$ cat src/rtl/core/assert_macros.svh
// Assertion macros shared by the RTL of the edge filter.
`ifndef ASSERT_MACROS_SVH
`define ASSERT_MACROS_SVH

`ifndef SYNTHESIS
`define ASSERT_CLK(lbl, clk, rst_n, prop, msg) \
    lbl: assert property (@(posedge clk) disable iff (!rst_n) prop) else $error(msg);
`define ASSERT_NEVER(lbl, clk, rst_n, cond, msg) \
    lbl: assert property (@(posedge clk) disable iff (!rst_n) !(cond)) else $error(msg);
`else
`define ASSERT_CLK(lbl, clk, rst_n, prop, msg)
`define ASSERT_NEVER(lbl, clk, rst_n, cond, msg)
`endif

`endif

$ cat src/rtl/core/svef_pkg.sv
// Types, constants and helpers for the vertical Sobel edge filter.
`timescale 1ns / 1ps
`default_nettype none

package svef_pkg;

    localparam int unsigned MAX_WIDTH_DEF  = 1024;
    localparam int unsigned MAX_HEIGHT_DEF = 1024;

    localparam int unsigned PIX_W = 8;
    localparam int unsigned CFG_W = 11;
    localparam int unsigned CFG_IDX_W = 1;

    localparam logic [CFG_IDX_W-1:0] REG_FRAME_WIDTH  = 1'd0;
    localparam logic [CFG_IDX_W-1:0] REG_FRAME_HEIGHT = 1'd1;

    localparam logic [CFG_W-1:0] FRAME_WIDTH_RST  = 11'd640;
    localparam logic [CFG_W-1:0] FRAME_HEIGHT_RST = 11'd480;
    localparam int unsigned MIN_SIZE = 3;

    localparam int unsigned FIFO_DEPTH = 3;
    localparam int unsigned FIFO_AW = $clog2(FIFO_DEPTH);
    localparam int unsigned FIFO_CW = $clog2(FIFO_DEPTH + 1);

    typedef struct packed {
        logic [PIX_W-1:0] edge_value;
        logic             frame_last;
    } t_result;

    typedef struct packed {
        logic [FIFO_CW-1:0] count;
        logic               full;
    } t_fifo_stat;

    function automatic int unsigned clamp_size(input logic [CFG_W-1:0] v,
                                               input int unsigned hi);
        int unsigned val;
        val = int'(v);
        if (val < MIN_SIZE) return MIN_SIZE;
        if (val > hi) return hi;
        return val;
    endfunction

endpackage

`default_nettype wire

$ cat src/rtl/core/svef_out_fifo.sv
// Small register FIFO that holds finished results for the output stream.
`timescale 1ns / 1ps
`default_nettype none

module svef_out_fifo (
    input  wire logic                i_clk,
    input  wire logic                i_rst_n,
    input  wire logic                i_push,
    input  wire svef_pkg::t_result   i_data,
    output logic                     o_valid,
    input  wire logic                i_ready,
    output svef_pkg::t_result        o_data,
    output svef_pkg::t_fifo_stat     o_stat
);

    svef_pkg::t_result r_mem [svef_pkg::FIFO_DEPTH];
    logic [svef_pkg::FIFO_AW-1:0] r_wr_ptr, r_rd_ptr;
    logic [svef_pkg::FIFO_CW-1:0] r_count;
    logic pop;

    assign o_valid = (r_count != '0);
    assign pop     = o_valid && i_ready;
    assign o_data  = r_mem[r_rd_ptr];
    assign o_stat.count = r_count;
    assign o_stat.full  = (r_count == svef_pkg::FIFO_CW'(svef_pkg::FIFO_DEPTH));

    function automatic logic [svef_pkg::FIFO_AW-1:0] ptr_inc(
            input logic [svef_pkg::FIFO_AW-1:0] p);
        if (p == svef_pkg::FIFO_AW'(svef_pkg::FIFO_DEPTH - 1)) return '0;
        return p + 1'b1;
    endfunction

    always_ff @(posedge i_clk) begin
        if (i_push) begin
            r_mem[r_wr_ptr] <= i_data;
        end
    end

    always_ff @(posedge i_clk) begin
        if (!i_rst_n) begin
            r_wr_ptr <= '0;
            r_rd_ptr <= '0;
            r_count  <= '0;
        end else begin
            if (i_push) begin
                r_wr_ptr <= ptr_inc(r_wr_ptr);
            end
            if (pop) begin
                r_rd_ptr <= ptr_inc(r_rd_ptr);
            end
            if (i_push && !pop) begin
                r_count <= r_count + 1'b1;
            end else if (pop && !i_push) begin
                r_count <= r_count - 1'b1;
            end
        end
    end

endmodule

`default_nettype wire

$ cat config.mk
export PLATFORM = sky130hd
export DESIGN_NAME = svef_out_fifo
export DESIGN_NICKNAME = d
export VERILOG_FILES = /design/src/rtl/core/assert_macros.svh /design/src/rtl/core/svef_pkg.sv /design/src/rtl/core/svef_out_fifo.sv
export SDC_FILE = /design/constraint.sdc
export NUM_CORES = 1
export LEC_CHECK = 0
export BUFFER_PORTS_ARGS = -buffer_cell sky130_fd_sc_hd__buf_2
export CAP_MARGIN = 0
export CORE_MARGIN = 8
export CORE_UTILIZATION = 56
export DETAILED_ROUTE_END_ITERATION = 12
export GPL_TIMING_DRIVEN = 0
export MAX_ROUTING_LAYER = met4
export PLACE_DENSITY = 0.81
export SYNTH_ARGS = -nofsm -noshare
export SYNTH_HDL_FRONTEND = slang
export SYNTH_SLANG_ARGS = --single-unit
export TNS_END_PERCENT = 100
$ cat constraint.sdc
create_clock -name i_clk -period 3.15 [get_ports i_clk]
set_input_delay 0.1575 -clock i_clk [delete_from_list [all_inputs] [get_ports i_clk]]
set_output_delay 0.1575 -clock i_clk [all_outputs]
set_load 0.01 [all_outputs]
After elaboration in Yosys (flattened, before gate mapping)
Memory sizes are Yosys's and may differ from the RTL's. A register that Yosys moved wholly into a read port is not among the register bits.
Index checks and enable logic that the tools add are counted.
{ "totals": {"memories": 1, "word_cells": 34, "mem_bits_rw": 27, "output_inout_bits": 13, "register_bits": 6, "inputBits": 13} }
{ "op_classes": {"mux": 16, "n_eq_ne": 3, "n_addsub": 4, "n_reduce_logical": 7} }
{ "mem_list": {"columns": ["memory", "depth", "word_bits", "read_ports", "rd_clocked_by_memory_dff", "wr", "line_no", "text"], "rows": [
  ["r_mem", 3, 9, 1, 1, 1, "svef_out_fifo.sv:16", "svef_pkg::t_result r_mem [svef_pkg::FIFO_DEPTH];"]
]} }
{ "op_table": {"columns": ["operator", "n"], "rows": [
  ["2-bit two-way mux", 8],
  ["1-bit two-way mux", 8],
  ["2-bit by 1-bit adder with 2-bit output (second input constant)", 3],
  ["2-bit equality test (second input constant)", 3],
  ["2-bit nonzero test", 2],
  ["1-bit logical AND", 3],
  ["1-bit zero test", 2],
  ["2-bit by 1-bit subtractor with 2-bit output (second input constant)", 1]
]} }

Logic depth before layout (Yosys ltp)
{ "depth": {"depth_word": 7, "depth_mapped": 5} }

Worst setup path after synthesis
No wires, ideal clock.
{ "synth_timing": {"kind": "register to register", "start": "reg r_wr_ptr[1] (netlist bit)", "end": "mem r_mem[0][0] (netlist bit) (enable)", "path_stages_with_launch": 2, "synth_period_minus_slack_ns": 1.516, "path_buffers": 0, "slack_ns": 1.634, "arrival_time_ns": 1.125, "cell_sequence": "dfxtp_1 -> nor3b_1"} }
{ "synth_lines": {"columns": ["element", "line_no", "text"], "rows": [
  ["start, declared", "svef_out_fifo.sv:17", "logic [svef_pkg::FIFO_AW-1:0] r_wr_ptr, r_rd_ptr;"],
  ["start signal, assigned", "svef_out_fifo.sv:46", "r_wr_ptr <= ptr_inc(r_wr_ptr);"],
  ["end, declared", "svef_out_fifo.sv:16", null]
]} }
No word-level cell before the write port.

==> impl_metrics.yaml <==
floorplan:
  core-area_um2: 2212
  dieArea_um2: 4161
  die_height_um: 64.51
  io-pin-count: 26
  rows: 17
  die_w_um: 64.51
  initial_core_util_pct: 59.56
sta:
  setup_tns_ns: 0
  rsz0062_at_grt: "false"
  fmax_ghz: 0.5698
  hold_violations: 0
  min_period_ns: 1.755
  drv_slew: 0
  worst_slack_ns: 1.395
  relSlewSlack_pct: 44.18
  fin_worst_skew_ns: 0.007208
  worst_hold_slack_ns: 0.01719
  finalCritPeriodShare_pct: 55.72
  worst_pin_slew_ns: 0.8342
  setup_viol: 0
critical_path:
  crit_path_max_fanout: 10
  crit_family: "buffers and inverters"
  critPathLaunchType: "register"
  cpPeakStageDelay_ns: 0.33
  arrival_ns: 1.60
  crit_path_end_kind: "primary output"
  crit_required_ns: 2.99
  path_common_cell: "buf_2"
  cpMaxStageDelayCell: "clkbuf_1"
  crit_chain: "clkbuf_1 > buf_2 > nand2_1 > o21ai_1 > buf_2"
  cp_num_buf_inv: 3
  path_class: "register to primary output"
clocking:
  cts_buffer_depth: 2
  numClockSinks: 35
  clk_latency_ns: 0.33
  root_buffer: "clkbuf_4"
  cts_hold_buf: 0
  clk_pin_slew_worst_paths_ns: 0.11
  post-cts-setup-buffer-count: 0
  cts_tree: "done"
  cts_buffers: 5
  ctsResizeCount: 0
  htree_levels: 2
logic_synthesis:
  synth-seq-cells: 35
  netlist_area_um2: 1318
  synth_edf_count: 27
  async_flop_share_pct: 0
  yosysUniqueCellTypes: 21
  yosysSeqAreaShare_pct: 73.69
  synth_cells: 90
  yosys_warnings: 0
  avgSynthCellArea_um2: 14.64
  syn_nets: 104
  synthFlopType: "edfxtp_1"
global_route:
  gr-total-overflow: 0
  grt_max_degree: 13
  antenna_found_initial: 0
  grt_pass1_wl_um: 3822
  grt_pass1_vias: 845
  grt.total_usage_pct: 12.56
final_layout:
  fin_area_um2: 1564
  final_layout_size_suffix_gt1_share_pct: 30.08
  final_core_util_pct: 70.70
  n_fill_cell: 160
  num-nets-final: 136
  antenna_cells: 0
  final_cell_mix: "buf_2, edfxtp_1, nand2_1"
  area_growth_pct: 18.71
place:
  placed_area_um2: 1483
  place_congestion: 0.6610
  pre_cts_ws_ns: 1.649
  place.port_buffers: 25
  dp_hpwl_um: 1562
detailed_routing:
  antenna_left: 0
  vias: 794
  via_per_inst: 5.258
  drt-pass1-iter-count: 4
  routedWlPerCell_um: 15.26
  wirelength_um: 2305
  drc: 0
  initialDrtViolationCount: 25
job:
  max_cap_viol_count: 0
power_and_ir_drop:
  power_density_nw_per_um2: 735.2
  ir_drop_mv: 0.4762
  power.leakage_nw: 0.5787
status:
  status: "complete, no violations"
worst_hold_path:
  hold_class: "input pin to register"
state kept, by name (all words and copies together) (netlist names), named ones only:
| signal | cells |
|---|---|
| r_mem | 27 |
| r_wr_ptr | 2 |
| r_rd_ptr | 2 |
| r_count | 2 |
synthesized netlist by cell type, types with 2 or more instances:
cell type	n	area (µm²)
edfxtp_1	27	810.8
nand2_1	13	48.80
mux2i_1	9	90.09
dfxtp_1	8	160.2
o21ai_1	6	30.03
o21ai_0	4	20.02
a21boi_1	3	22.52
and2_1	2	12.51
buf_2	2	10.01
nor2_1	2	7.510
nor2b_1	2	12.51
o21a_1	2	15.01
or3_1	2	12.51
power breakdown:
part | internal [mW] | switching (mW)
Combinational | 0.122 | 0.141
Sequential | 0.539 | 0.0301
Clock | 0.167 | 0.150
kinds of logic after synthesis:
group	count (synthesis)	share of synthesized area [%]
AO/OA/AOI/OAI	16	7.312
XOR/XNOR	2	1.330
adder cells (fa/ha/maj)	1	0.9495
buffers and inverters	3	1.044
flip-flops	35	73.69
multiplexers	9	6.838
AND/OR/NAND/NOR	24	8.833
per-stage QoR:
step | instances | total power [mW]
4_1_cts | 151 | 1.165
2_1_floorplan | 90 | 0.7456
3_5_place_dp | 143 | 0.8460
6_report | 151 | 1.150
3_3_place_gp | 143 | 0.8332
5_1_grt | 151 | 1.212
final cells by class:
type                    instances  area [µm²]  share of cell area, %
flip-flops and latches         35       970.9                  62.08
multi-input cells              52       337.8                  21.60
repair buffers                 25       125.1                  8.000
clock inverters                 3       43.79                  2.800
clock buffers                   5       37.54                  2.400
well taps                      28       35.03                  2.240
plain buffers                   3       13.76                 0.8800
path summary, 6_finish.rpt:
check / startpoint / to / slack [ns] / depth (start not counted)
worst max-delay path: register / o_data[0] / 1.39 / 5
worst max register to register: r_count[0] / r_count[1] / 1.65 / 4
worst min register to register: r_rd_ptr[1] / register / 0.50 / 2
worst min-delay path: i_data[8] / r_mem[0][8] / 0.02 / 1
per-layer routing:
metal	GRT usage (%)	up-vias	share of wire, %
met4	7.357	0	1.6
met2	20.87	18	52
met1	12.37	377	40
li1	-	395	-
met5	-	-	0
met3	4.639	4	5.4
worst register-to-register path, cell delays in order, from the launching register on:
cell      delay, ns
dfxtp_1        0.38
o21ai_2        0.25
ha_1           0.30
or3_1          0.38
a21boi_1       0.14
Power figures use the tool's default switching activity.
